<file path="src/sv/tmeb_pkg.sv">
`timescale 1ns / 1ps
// Shared types, codes and the blend rule for the tile map edge-blend renderer.
// No dependencies.
package tmeb_pkg;

	localparam int OP_W    = 2;
	localparam int IDX_W   = 14;
	localparam int VAL_W   = 8;
	localparam int COORD_W = 6;
	localparam int LEVEL_W = 2;

	// one lookup lane per neighbor: 3 rows x 3 columns
	localparam int NLANE = 9;

	localparam int SCREEN_WIDTH_DEF  = 64;
	localparam int SCREEN_HEIGHT_DEF = 48;
	localparam int TILE_SIZE_DEF     = 8;
	localparam int TILE_COUNT_DEF    = 256;

	localparam logic [OP_W-1:0] OP_MAP_WR   = 2'd0;
	localparam logic [OP_W-1:0] OP_GLYPH_WR = 2'd1;
	localparam logic [OP_W-1:0] OP_RENDER   = 2'd2;

	localparam logic [LEVEL_W-1:0] LVL_BLACK = 2'd0;
	localparam logic [LEVEL_W-1:0] LVL_GREY  = 2'd1;
	localparam logic [LEVEL_W-1:0] LVL_WHITE = 2'd2;

	typedef struct packed {
		logic [OP_W-1:0]    operation;
		logic [IDX_W-1:0]   store_index;
		logic [VAL_W-1:0]   write_value;
		logic [COORD_W-1:0] pixel_x;
		logic [COORD_W-1:0] pixel_y;
	} in_item_t;

	typedef struct packed {
		logic [LEVEL_W-1:0] pixel_level;
		logic [COORD_W-1:0] out_x;
		logic [COORD_W-1:0] out_y;
	} out_item_t;

	// store writes broadcast to every lane copy
	typedef struct packed {
		logic               map_we;
		logic [IDX_W-1:0]   map_idx;
		logic [VAL_W-1:0]   map_val;
		logic               glyph_we;
		logic [IDX_W-1:0]   glyph_idx;
		logic [LEVEL_W-1:0] glyph_lvl;
	} wr_cmd_t;

	typedef struct packed {
		logic [OP_W-1:0]  op;
		logic [IDX_W-1:0] idx;
		logic [VAL_W-1:0] val;
	} cmd_t;

	typedef struct packed {
		logic               xedge;
		logic               yedge;
		logic [COORD_W-1:0] x;
		logic [COORD_W-1:0] y;
	} rnd_t;

	function automatic logic [LEVEL_W-1:0] blend(input logic [LEVEL_W-1:0] prv,
			input logic [LEVEL_W-1:0] ctr, input logic [LEVEL_W-1:0] nxt);
		logic [LEVEL_W:0]   s;
		logic [LEVEL_W-1:0] r;
		s = {1'b0, prv} + {1'b0, nxt};
		case (ctr)
			LVL_BLACK: begin
				r = (s >= (LEVEL_W+1)'(2)) ? LVL_GREY : LVL_BLACK;
			end
			LVL_GREY: begin
				if (s == '0)
					r = LVL_BLACK;
				else if (s >= (LEVEL_W+1)'(3))
					r = LVL_WHITE;
				else
					r = LVL_GREY;
			end
			default: begin
				r = (s == '0) ? LVL_GREY : LVL_WHITE;
			end
		endcase
		return r;
	endfunction

endpackage

</file>
<file path="src/sv/tmeb_blend.sv">
`timescale 1ns / 1ps
// Blend stages: on a tile edge column, horizontal blend of the three rows;
// on an edge row, vertical blend of row results. Uses tmeb_pkg::blend.
module tmeb_blend (
	input  logic                           clk,
	input  logic                           en,
	input  logic [tmeb_pkg::LEVEL_W-1:0]   lvl_s5 [tmeb_pkg::NLANE],
	input  logic                           xedge_s5,
	input  logic                           yedge_s5,
	output logic [tmeb_pkg::LEVEL_W-1:0]   lvl_s7
);

	logic [tmeb_pkg::LEVEL_W-1:0] row_s6 [3];
	logic                         yedge_s6;

	always_ff @(posedge clk) begin
		if (en) begin
			for (int j = 0; j < 3; j++) begin
				row_s6[j] <= xedge_s5
					? tmeb_pkg::blend(lvl_s5[j*3], lvl_s5[j*3+1], lvl_s5[j*3+2])
					: lvl_s5[j*3+1];
			end
			yedge_s6 <= yedge_s5;
		end
	end

	always_ff @(posedge clk) begin
		if (en)
			lvl_s7 <= yedge_s6 ? tmeb_pkg::blend(row_s6[0], row_s6[1], row_s6[2]) : row_s6[1];
	end

endmodule

</file>
<file path="config.mk">
export PLATFORM = sky130hd
export DESIGN_NAME = tmeb_blend
export DESIGN_NICKNAME = d
export VERILOG_FILES = /design/src/sv/tmeb_pkg.sv /design/src/sv/tmeb_blend.sv
export SDC_FILE = /design/constraint.sdc
export NUM_CORES = 1
export LEC_CHECK = 0
export BUFFER_PORTS_ARGS = -buffer_cell sky130_fd_sc_hd__buf_2
export CORE_MARGIN = 5
export CORE_UTILIZATION = 35
export CTS_BUF_LIST = sky130_fd_sc_hd__clkbuf_4
export DETAILED_ROUTE_END_ITERATION = 10
export GPL_TIMING_DRIVEN = 1
export PLACE_DENSITY = 0.68
export SLEW_MARGIN = 20
export SYNTH_ARGS = -nofsm -noshare
export SYNTH_HDL_FRONTEND = slang
export SYNTH_SLANG_ARGS = --single-unit
</file>
<file path="constraint.sdc">
create_clock -name clk -period 2.4 [get_ports clk]
set_input_delay 0.48 -clock clk [delete_from_list [all_inputs] [get_ports clk]]
set_output_delay 0.48 -clock clk [all_outputs]
set_load 0.01 [all_outputs]
</file>
# [Yosys cells after proc, flatten, opt, wreduce, memory -nomap -nowiden]
# Memory sizes are Yosys's and may differ from the RTL's.
# Index checks and enable logic that the tools add are counted.
[totals] register_bits=3 ramBits=6 in_bits=22 out_inout_bits=2 word_cells=56 n_memories=1
[op_classes] addsub=4 n_lt_le_gt_ge=8 eq_ne=4 muxes=29 n_reduce_logical=8
[memory_table] memory="row_s6" words=3 width=2 read_ports=3 rd_ports_with_merged_regs=0 wr=3 line_no="tmeb_blend.sv:13" rtl="logic [tmeb_pkg::LEVEL_W-1:0] row_s6 [3];"
[ops] cell="2-bit two-way mux" n=19
[ops] cell="3-bit by 2-bit greater-or-equal comparator with 1-bit output (second input constant)" n=8
[ops] cell="2-bit one-hot mux with 2 select lines" n=4
[ops] cell="2-bit by 2-bit adder with 3-bit output" n=4
[ops] cell="3-bit logical NOT" n=4
[ops] cell="2-bit by 1-bit equality test with 1-bit output (second input constant)" n=4
[ops] cell="2-bit logical NOT" n=4
[ops] cell="1-bit two-way mux" n=6

# [Logic depth before layout (Yosys ltp)]
[logic_depth] ltp_word=7 depth_mapped=6 ltp_nobuf=6

# [Least setup slack after synthesis]
# No wires, ideal clock.
[synth_timing] kind="input to register" start="input lvl_s5[6] (netlist bit)" end="memory row_s6[0][2] (netlist bit) (data pin)" setup_ps=257 t_arrival_ps=1660 required_time_ps=2143 slack_ps=483 stages=5 n_path_buf=0 path_cell_list="ha_1 fa_1 xnor2_1 o31ai_1 a22o_2"
[synth_lines] element="start, declared" line_no="tmeb_blend.sv:7" rtl="input logic [tmeb_pkg::LEVEL_W-1:0] lvl_s5 [tmeb_pkg::NLANE],"
[synth_lines] element="end, declared" line_no="tmeb_blend.sv:13"

==> flow_metrics.env <==
export IMPL_status="finished, final reports clean"
export IMPL_maxCapViolations=0
export IMPL_clock_latency_ps=250
export IMPL_die_area_sq_um=3070
export IMPL_swShare_pct=28.9
export IMPL_via_count=629
export IMPL_powerDensity_nw_per_um2=556
export IMPL_grtUsageTotal_pct=9.80
export IMPL_first_pass_iters=4
export IMPL_max_slew_margin_pct=80.1
export IMPL_hpwl_um=1210
export IMPL_gp_congestion=0.739
export IMPL_mostFrequentLayoutCells="buf_2 (23), a21oi_1 (10), edfxtp_1 (9), inv_1 (6), o21ai_0 (5)"
export IMPL_fmax_mhz=504
export IMPL_nets=129
export IMPL_synth_nets=101
export IMPL_p_clk_share_pct=24.5
export IMPL_fin_crit_sh_pct=82.6
export IMPL_seq_power_share_pct=41.9
export IMPL_drv_slew=0
export IMPL_drt_total_wl_um=1450
export IMPL_cts_root_buf="clkbuf_4"
export IMPL_yosysWarningCount=0
export IMPL_critPathBufInv=0
export IMPL_slowest_delay_ps=540
export IMPL_regArea_sq_um=270
export IMPL_cts_resized=0
export IMPL_min_from="yedge_s5"
export IMPL_drive_gt1_share_pct=30.6
export IMPL_final_common_cell="buf_2"
export IMPL_diodes=0
export IMPL_worstPathRequired_ps=2400
export IMPL_via_per_inst=5.03
export IMPL_cts_buffers_inserted=3
export IMPL_async_flop_share_pct=0
export IMPL_syn_inst=71
export IMPL_syn_area_sq_um=721
export IMPL_hold_buffers=0
export IMPL_hold_path_depth=1
export IMPL_rsz0062_at_grt="no"
export IMPL_avgSynthCellArea_sq_um=10.2
export IMPL_cts_setup_buffers=0
export IMPL_nFillCells=203
export IMPL_grt_pass1_wl_um=2380
export IMPL_hold_viol=0
export IMPL_clock_path_buffers=2
export IMPL_io_buffers=23
export IMPL_cts_tree="yes"
export IMPL_fin_skew_ps=3.94
export IMPL_crit_type="reg -> reg"
export IMPL_p_comb_share_pct=33.7
export IMPL_io_pins=24
export IMPL_die_x_um=55.4
export IMPL_arrival_ps=1980
export IMPL_fin_crit_ps=1980
export IMPL_slowest_stage="fa_1"
export IMPL_reg2reg_to="lvl_s7[0]"
export IMPL_antenna_left=0
export IMPL_drtIter0Drc=7
export IMPL_start_util_pct=36.7
export IMPL_critPathTopFamily="adder cells"
export IMPL_hold_slack_ps=403
export IMPL_cts_sinks=9
export IMPL_ys_ff_latch=9
export IMPL_worstMarginPinSlew_ps=295
export IMPL_tns_ps=0
export IMPL_final_setup_viol_count=0
export IMPL_synth_cell_types=28
export IMPL_rows=16
export IMPL_coreArea_sq_um=1960
export IMPL_cp_start_kind="flop"
export IMPL_p_switching_uw=145
export IMPL_cts_max_level=1
export IMPL_internal_power_uw=356
export IMPL_p_total_uw=500
export IMPL_area_delta_synth_final_pct=24.8
export IMPL_reg2reg_from="row_s6[0][0]"
export IMPL_clk_pin_slew_ps=60
export IMPL_synth_edf_count=9
export IMPL_post_drt_wl_per_cell_um=11.6
export IMPL_grt_pass1_vias=615
export IMPL_die_h_um=55.4
export IMPL_ys_seq_area_share_pct=37.5
export IMPL_synthFlopType="edfxtp_1"
export IMPL_drc_errors=0
export IMPL_multi_input_area_sq_um=424
export IMPL_worst_setup_path_end_kind="flop"
export IMPL_hold_class="in -> reg"
export IMPL_worst_r2r_path_depth=6
export IMPL_grt_max_degree=10
export IMPL_reg2reg_slack_ps=420
export IMPL_peakVddDrop_uv=190
export IMPL_crit_fanout=4
export IMPL_grt_remaining_overflow=0
export IMPL_power_leakage_nw=0.369
export IMPL_worstPathCellList="ha_1 > fa_1 > nor2_1 > a32oi_1 > a21oi_1 > a221o_1"
export IMPL_whs_endpoint="yedge_s6"
export IMPL_antenna_found_initial=0
==> power by group through the flow <==
stage / Combinational (mW) / Sequential [mW] / Clock [mW]
final: 0.168 / 0.209 / 0.123
after global routing: 0.187 / 0.213 / 0.139
after CTS: 0.169 / 0.210 / 0.128
after detailed placement: 0.169 / 0.213 / 0
after global placement: 0.162 / 0.212 / 0
after floorplan: 0.112 / 0.214 / 0
==> sequential cells by signal, indices dropped and copies added, names as in the netlist <==
signal,cells
row_s6,6
yedge_s6,1
lvl_s7,2
==> cells in the mapped netlist (2+ instances only) <==
master,count,area (sq um)
nor4_1,2,12.5
ha_1,4,50.1
nor2_1,4,15.0
edfxtp_1,9,270
o21ai_1,3,15.0
o21a_1,3,22.5
fa_1,4,80.1
a21oi_1,10,50.1
inv_1,6,22.5
o21ai_0,5,25.0
nand3b_1,2,15.0
o22ai_1,3,18.8
==> worst max path at each step <==
stage / start / endpoint / slack [ps] / cells after the start
6_report: row_s6[0][0] / lvl_s7[0] / 420 / 6
5_1_grt: row_s6[0][0] / lvl_s7[0] / 310 / 6
4_1_cts: row_s6[0][0] / lvl_s7[0] / 400 / 6
3_5_place_dp: lvl_s5[6] / row_s6[0][2] / 320 / 6
3_3_place_gp: lvl_s5[6] / row_s6[0][2] / 360 / 6
2_1_floorplan: lvl_s5[6] / row_s6[0][2] / 480 / 5
==> logic make-up (layout without fill, tap and decap cells) <==
group                      Yosys count  after routing  synth area share [%]
DFF                                  9              9                  37.5
buffers and inverters                7             34                  3.65
and+or+nand+nor                     14             14                  11.1
adders and majority gates            8              8                  18.1
AOI/OAI and AO/OA                   32             32                  28.5
xor gates and xnor gates             1              1                  1.22
==> cell type report <==
cell class              count  area share (%)
repair buffers             23            12.8
flip-flops and latches      9            30.0
inverters                   7            2.92
clock buffers               4            3.34
multi-input cells          55            47.1
well taps                  27            3.76
==> metal layers <==
| layer | global-route usage (%) | wire length, um | vias up |
|---|---|---|---|
| li1 | - | - | 332 |
| met1 | 10.9 | 657 | 278 |
| met2 | 15.9 | 685 | 17 |
| met3 | 3.26 | 100 | 2 |
| met4 | 6.25 | 8 | 0 |
| met5 | 0 | 0 | - |
==> metrics by stage <==
step | cells | area (sq um) | utilization, % | setup slack [ps]
finish | 125 | 900 | 45.9 | 416
detailed placement | 121 | 870 | 44.3 | 320
global placement | 121 | 870 | 44.3 | 359
CTS | 125 | 900 | 45.9 | 399
floorplan | 71 | 721 | - | 483
global route | 125 | 900 | 45.9 | 314
Note: power is estimated with default switching activity, not from simulation.
