==> config.mk <==
export PLATFORM = sky130hd
export DESIGN_NAME = tmeb_addr
export DESIGN_NICKNAME = d
export VERILOG_FILES = /design/src/sv/tmeb_pkg.sv /design/src/sv/tmeb_addr.sv
export SDC_FILE = /design/constraint.sdc
export NUM_CORES = 1
export LEC_CHECK = 0
export ABC_AREA = 1
export BUFFER_PORTS_ARGS = -buffer_cell sky130_fd_sc_hd__buf_2
export CORE_UTILIZATION = 45
export CTS_CLUSTER_SIZE = 20
export DETAILED_ROUTE_END_ITERATION = 8
export PLACE_DENSITY = 0.82
export SETUP_SLACK_MARGIN = 0.15
export SYNTH_ARGS = -nofsm -noshare
export SYNTH_HDL_FRONTEND = slang
export SYNTH_SLANG_ARGS = --single-unit
==> constraint.sdc <==
create_clock -name clk -period 2.1 [get_ports clk]
set_input_delay 0.42 -clock clk [delete_from_list [all_inputs] [get_ports clk]]
set_output_delay 0.42 -clock clk [all_outputs]
set_load 0.01 [all_outputs]
==> src/sv/tmeb_pkg.sv <==
`timescale 1ns / 1ps
// Shared types, codes and the blend rule for the tile map edge-blend renderer.
// No dependencies.
package tmeb_pkg;

	localparam int OP_W    = 2;
	localparam int IDX_W   = 14;
	localparam int VAL_W   = 8;
	localparam int COORD_W = 6;
	localparam int LEVEL_W = 2;

	// one lookup lane per neighbor: 3 rows x 3 columns
	localparam int NLANE = 9;

	localparam int SCREEN_WIDTH_DEF  = 64;
	localparam int SCREEN_HEIGHT_DEF = 48;
	localparam int TILE_SIZE_DEF     = 8;
	localparam int TILE_COUNT_DEF    = 256;

	localparam logic [OP_W-1:0] OP_MAP_WR   = 2'd0;
	localparam logic [OP_W-1:0] OP_GLYPH_WR = 2'd1;
	localparam logic [OP_W-1:0] OP_RENDER   = 2'd2;

	localparam logic [LEVEL_W-1:0] LVL_BLACK = 2'd0;
	localparam logic [LEVEL_W-1:0] LVL_GREY  = 2'd1;
	localparam logic [LEVEL_W-1:0] LVL_WHITE = 2'd2;

	typedef struct packed {
		logic [OP_W-1:0]    operation;
		logic [IDX_W-1:0]   store_index;
		logic [VAL_W-1:0]   write_value;
		logic [COORD_W-1:0] pixel_x;
		logic [COORD_W-1:0] pixel_y;
	} in_item_t;

	typedef struct packed {
		logic [LEVEL_W-1:0] pixel_level;
		logic [COORD_W-1:0] out_x;
		logic [COORD_W-1:0] out_y;
	} out_item_t;

	// store writes broadcast to every lane copy
	typedef struct packed {
		logic               map_we;
		logic [IDX_W-1:0]   map_idx;
		logic [VAL_W-1:0]   map_val;
		logic               glyph_we;
		logic [IDX_W-1:0]   glyph_idx;
		logic [LEVEL_W-1:0] glyph_lvl;
	} wr_cmd_t;

	typedef struct packed {
		logic [OP_W-1:0]  op;
		logic [IDX_W-1:0] idx;
		logic [VAL_W-1:0] val;
	} cmd_t;

	typedef struct packed {
		logic               xedge;
		logic               yedge;
		logic [COORD_W-1:0] x;
		logic [COORD_W-1:0] y;
	} rnd_t;

	function automatic logic [LEVEL_W-1:0] blend(input logic [LEVEL_W-1:0] prv,
			input logic [LEVEL_W-1:0] ctr, input logic [LEVEL_W-1:0] nxt);
		logic [LEVEL_W:0]   s;
		logic [LEVEL_W-1:0] r;
		s = {1'b0, prv} + {1'b0, nxt};
		case (ctr)
			LVL_BLACK: begin
				r = (s >= (LEVEL_W+1)'(2)) ? LVL_GREY : LVL_BLACK;
			end
			LVL_GREY: begin
				if (s == '0)
					r = LVL_BLACK;
				else if (s >= (LEVEL_W+1)'(3))
					r = LVL_WHITE;
				else
					r = LVL_GREY;
			end
			default: begin
				r = (s == '0) ? LVL_GREY : LVL_WHITE;
			end
		endcase
		return r;
	endfunction

endpackage

==> src/sv/tmeb_addr.sv <==
`timescale 1ns / 1ps
// Address stages: coordinate clamp, mirrored neighbors, then map index and
// in-glyph offset for all nine lanes plus edge flags. Uses tmeb_pkg.
module tmeb_addr #(
	parameter int SCREEN_WIDTH  = tmeb_pkg::SCREEN_WIDTH_DEF,
	parameter int SCREEN_HEIGHT = tmeb_pkg::SCREEN_HEIGHT_DEF,
	parameter int TILE_SIZE     = tmeb_pkg::TILE_SIZE_DEF,
	parameter int MAP_AW        = 3,
	parameter int OFF_W         = 6
) (
	input  logic                 clk,
	input  logic                 en,
	input  tmeb_pkg::in_item_t   item,
	output logic [MAP_AW-1:0]    map_addr_s2 [tmeb_pkg::NLANE],
	output logic [OFF_W-1:0]     off_s2 [tmeb_pkg::NLANE],
	output tmeb_pkg::rnd_t       rnd_s2
);

	// one extra bit: the right/lower neighbor of the last field value
	localparam int CW           = tmeb_pkg::COORD_W + 1;
	localparam int XW           = tmeb_pkg::COORD_W;
	localparam int TW           = $clog2(TILE_SIZE);
	localparam int TILES_ACROSS = (SCREEN_WIDTH + TILE_SIZE - 1) / TILE_SIZE;
	localparam int NTBL         = 2 ** CW;

	logic [CW-1:0] tdiv_tbl [NTBL];
	logic [TW-1:0] tmod_tbl [NTBL];

	for (genvar v = 0; v < NTBL; v++) begin : g_tbl
		assign tdiv_tbl[v] = CW'(v / TILE_SIZE);
		assign tmod_tbl[v] = TW'(v % TILE_SIZE);
	end

	logic [CW-1:0] xc, yc, px, nx, py, ny;
	logic [CW-1:0] col_s1 [3];
	logic [CW-1:0] row_s1 [3];

	always_comb begin
		if (int'(item.pixel_x) > SCREEN_WIDTH - 1)
			xc = CW'(SCREEN_WIDTH - 1);
		else
			xc = CW'(item.pixel_x);
		if (int'(item.pixel_y) > SCREEN_HEIGHT - 1)
			yc = CW'(SCREEN_HEIGHT - 1);
		else
			yc = CW'(item.pixel_y);
		// mirror at the screen border
		px = (xc != '0) ? xc - 1'b1 : xc + 1'b1;
		nx = (int'(xc) < SCREEN_WIDTH - 1) ? xc + 1'b1 : xc - 1'b1;
		py = (yc != '0) ? yc - 1'b1 : yc + 1'b1;
		ny = (int'(yc) < SCREEN_HEIGHT - 1) ? yc + 1'b1 : yc - 1'b1;
	end

	always_ff @(posedge clk) begin
		if (en) begin
			col_s1[0] <= px;
			col_s1[1] <= xc;
			col_s1[2] <= nx;
			row_s1[0] <= py;
			row_s1[1] <= yc;
			row_s1[2] <= ny;
		end
	end

	always_ff @(posedge clk) begin
		if (en) begin
			for (int j = 0; j < 3; j++) begin
				for (int i = 0; i < 3; i++) begin
					map_addr_s2[j*3+i] <= MAP_AW'(int'(tdiv_tbl[row_s1[j]]) * TILES_ACROSS
						+ int'(tdiv_tbl[col_s1[i]]));
					off_s2[j*3+i] <= OFF_W'(int'(tmod_tbl[row_s1[j]]) * TILE_SIZE
						+ int'(tmod_tbl[col_s1[i]]));
				end
			end
			rnd_s2.xedge <= (tmod_tbl[col_s1[1]] == '0)
				|| (int'(tmod_tbl[col_s1[1]]) == TILE_SIZE - 1);
			rnd_s2.yedge <= (tmod_tbl[row_s1[1]] == '0)
				|| (int'(tmod_tbl[row_s1[1]]) == TILE_SIZE - 1);
			rnd_s2.x <= XW'(col_s1[1]);
			rnd_s2.y <= XW'(row_s1[1]);
		end
	end

endmodule

### Word-level counts from Yosys, hierarchy flattened

Memories as Yosys holds them, arrays and structs flattened.
Cells that the tools add are included.
W data, S select, Z words.

* add/sub/neg operators: 22
* magnitude comparators: 9
* eq/ne operators: 2
* muxes and demuxes: 25
* bitwise gates (word level): 6
* reduce and logical (&&, ||, !) cells: 6

Operators by type and width (number)
* $add A6 B3 Y6: 9
* $mux W3: 18
* $ge A8 B8 Y1 const B: 6
* $not A7 Y8: 6
* $mux W7: 4
* $add A1 B3 Y3 const A: 9
* $reduce_bool A7 Y1: 2
* $add A6 B1 Y7 const B: 1
* $add A7 B1 Y7 const B: 1
* $lt A7 B6 Y1 const B: 1
* $sub A6 B1 Y7 const B: 1
* $sub A7 B1 Y7 const B: 1
* $eq A3 B1 Y1 const B: 2
* $gt A6 B6 Y1 const B: 1
* $logic_not A3 Y1: 2
* $lt A6 B6 Y1 const B: 1
* $mux W6: 1
* $logic_or A1 B1 Y1: 2
* $mux W1: 2

* bits in registers: 95
* memory bits (writable): 42
* memory bits (read-only): 4992
* input bits: 38
* output and inout bits: 95
* logic and storage cells: 103
* memories: 11

Memory list
* (name not given): depth 128, bits a word 7, read ports 1, clocked after memory_dff 0, write ports 0, RTL line tmeb_addr.sv:70 `+ int'(tdiv_tbl[col_s1[i]]));`
* (name not given): depth 128, bits a word 7, read ports 1, clocked after memory_dff 0, write ports 0, RTL line tmeb_addr.sv:70
* (name not given): depth 128, bits a word 7, read ports 1, clocked after memory_dff 0, write ports 0, RTL line tmeb_addr.sv:70
* (name not given): depth 128, bits a word 3, read ports 1, clocked after memory_dff 0, write ports 0, RTL line tmeb_addr.sv:71 `off_s2[j*3+i] <= OFF_W'(int'(tmod_tbl[row_s1[j]]) * TILE_SIZE`
* (name not given): depth 128, bits a word 3, read ports 1, clocked after memory_dff 0, write ports 0, RTL line tmeb_addr.sv:71
* (name not given): depth 128, bits a word 3, read ports 1, clocked after memory_dff 0, write ports 0, RTL line tmeb_addr.sv:71
* +5 memories

### Depth between registers and ports, before layout

An unclocked memory read counts as a cell.

* depth in word-level cells: 7
* gate-level depth with buffers: 6

### Least setup slack after synthesis

Ideal clock, no wire load.

* path type: input -> register
* start point: in item[6] (netlist bit)
* end point: mem col_s1[0][2] (netlist bit), data pin
* data arrival time: 0.993 ns
* data required time: 1.840 ns
* setup slack: 0.847 ns
* cell stages on the path: 5
* path buffers: 0
* cell sequence: inv_1 -> ha_1 -> xor2_1 -> nand2_1 -> o21ai_1

RTL lines
* start, declared: RTL line tmeb_addr.sv:13 `input tmeb_pkg::in_item_t item,`
* end, declared: RTL line tmeb_addr.sv:35 `logic [CW-1:0] col_s1 [3];`

==> reports/metrics.yaml <==
fin_nets: 322
area_growth_pct: 11.7
period_share_pct: 63.3
n_antenna_cell: 0
cp-start-kind: "flop"
fin_cells: 362
hold_path.class: "in -> reg"
fin_crit_ns: 1.33
ant_nets: 0
place.gp.congestion: 0.816
place_inst: 346
cts_buffer_depth: 2
tightestPinTransition_ns: 0.317
cp_slowest_cell: "edfxtp_1"
final_area_sq_um: 3150
worst_clock_skew_ns: 0.00671
critPathTopFamily: "flip-flops"
wl_per_cell_um: 11.6
async_flop_share_pct: 0
relSlewSlack_pct: 78.8
synth-compound-area-share_pct: 1.91
r2r_start: "col_s1[0][7]"
pin_count: 133
wirelength_um: 4210
synth-seq-cells: 60
synth_fa_ha_area_share_pct: 0.887
cts_tree: "yes"
synth.most_common_cell: "buf_4"
setup.worst_path.class: "reg -> out"
viasPerCell: 4.50
synth_mux_area_share_pct: 0
ys_types: 25
drv_cap: 0
critPathBufInv: 1
die_w_um: 81.2
drcViolationCount: 0
die_area_sq_um: 6590
grt_pass1_vias: 1341
syn_area_per_cell_sq_um: 12.3
hpwl_um: 3070
synth_edf_count: 60
insertion_delay_ns: 0.32
synth_flop_cell: "edfxtp_1"
status: "completed"
dr_total_vias: 1628
synth_area_leaders: "edfxtp_1 (64%), buf_4 (17%), nand2_1 (4.7%)"
cts.sink_count: 60
num_rows: 28
place_area_sq_um: 2970
worstPathArrival_ns: 0.91
postCtsHoldBufs: 0
power_density_nw_per_um2: 875
cts_setup_buffers: 0
worstSetupEndpointType: "output port"
p_leak_nw: 1.44
synth-simple-area-share_pct: 12.0
drt_iter0_markers: 137
start_util_pct: 47.1
drive_gt1_share_pct: 46.3
syn_area_sq_um: 2820
clk_pin_slew_ns: 0.06
crit_start: "off_s2[31]"
drv_slew: 0
yosysTopAreaCell: "edfxtp_1"
ys_seq_area_share_pct: 63.8
fin_setup_tns_ns: 0
first_pass_iters: 7
cp_max_fo: 3
rsz0062_at_grt: "no"
io_buffers: 108
synth_nets: 269
crit_path_max_incr_delay_ns: 0.43
h-tree-depth: 3
yosysWarnings: 0
synth_common_cells: "buf_4 (64), edfxtp_1 (60), nand2_1 (35), inv_1 (19), nor2_1 (14)"
grt.overflow.total: 0
yosysTopAreaCellShare_pct: 63.8
setup-violations-final: 0
synth_top_family_by_area: "buffers and inverters"
critical_path_required_ns: 1.68
synth_xor_area_share_pct: 0.621
clock.fmax_ghz: 0.752
grt_pass1_wl_um: 6080
synthCells: 229
core_area_sq_um: 5990
dieHeight_um: 81.2
hold_viol: 0
grt.total_usage_pct: 12.8
peakVddDrop_mv: 0.333
path_cells: "buf_2"
cts_buffers: 9
antenna_found_initial: 0
post_cts_resized: 0
cts-root-buf: "clkbuf_8"
grt_max_degree: 61
min_from: "item[11]"
## path summary, 6_finish.rpt
path	to	slack, ns	depth (start not counted)
max	off_s2[13]	0.77	1
min	col_s1[0][12]	0.34	1
max reg2reg	rnd_s2[13]	1.27	3
min reg2reg	map_addr_s2[11]	0.42	0
## logic make-up (layout without fill, tap and decap cells)
family / after synthesis / in the layout
fa+ha+maj: 2 / 2
buf+inv: 88 / 146
xor+xnor: 2 / 2
compound gates: 10 / 10
simple gates: 67 / 67
flops: 60 / 60
## sequential cells by signal, summed over array words and instances, names as in the netlist
signal / count
off_s2: 16
rnd_s2: 8
col_s1: 18
map_addr_s2: 7
row_s1: 11
## per-layer routing
layer / GRT usage, % / vias to the layer above / share of wire [%]
li1: - / 800 / -
met1: 13.4 / 743 / 36
met2: 22.3 / 76 / 55
met3: 3.93 / 9 / 6.5
met4: 8.04 / 0 / 2.2
met5: 0 / - / 0
## where the power goes
part           switching (mW)  internal, mW  leakage, nW
Combinational           0.204         0.127        0.765
Clock                   0.408         0.536       0.0911
Sequential             0.0430          1.44        0.588
## through the flow
stage	worst slack, ns	util [%]	hold slack, ns	power, mW
floorplan	0.847	-	0.400	1.77
global placement	0.569	49.6	0.402	1.83
detailed placement	0.516	49.6	0.405	1.84
CTS	0.741	52.6	0.324	2.79
global route	0.699	52.6	0.327	2.90
finish	0.771	52.6	0.344	2.76
## area by class of cell
cell class | instances | area, sq um
Clock inverter | 6 | 55.1
Multi-Input combinational cell | 81 | 435
Clock buffer | 10 | 128
Timing Repair Buffer | 109 | 561
Sequential cell | 60 | 1800
Fill cell | 499 | 2840
Inverter | 21 | 78.8
Tap cell | 75 | 93.8
## cells in the final DEF, fill, tap and decap left out, types with 2 or more instances in the layout
master	count
a21oi_1	4
buf_2	108
clkbuf_8	9
clkinv_1	2
clkinv_2	2
edfxtp_1	60
ha_1	2
inv_1	19
inv_2	2
nand2_1	35
nand3_1	9
nor2_1	14
o21ai_0	3
o21ai_1	2
Power figures use the tool's default switching activity.
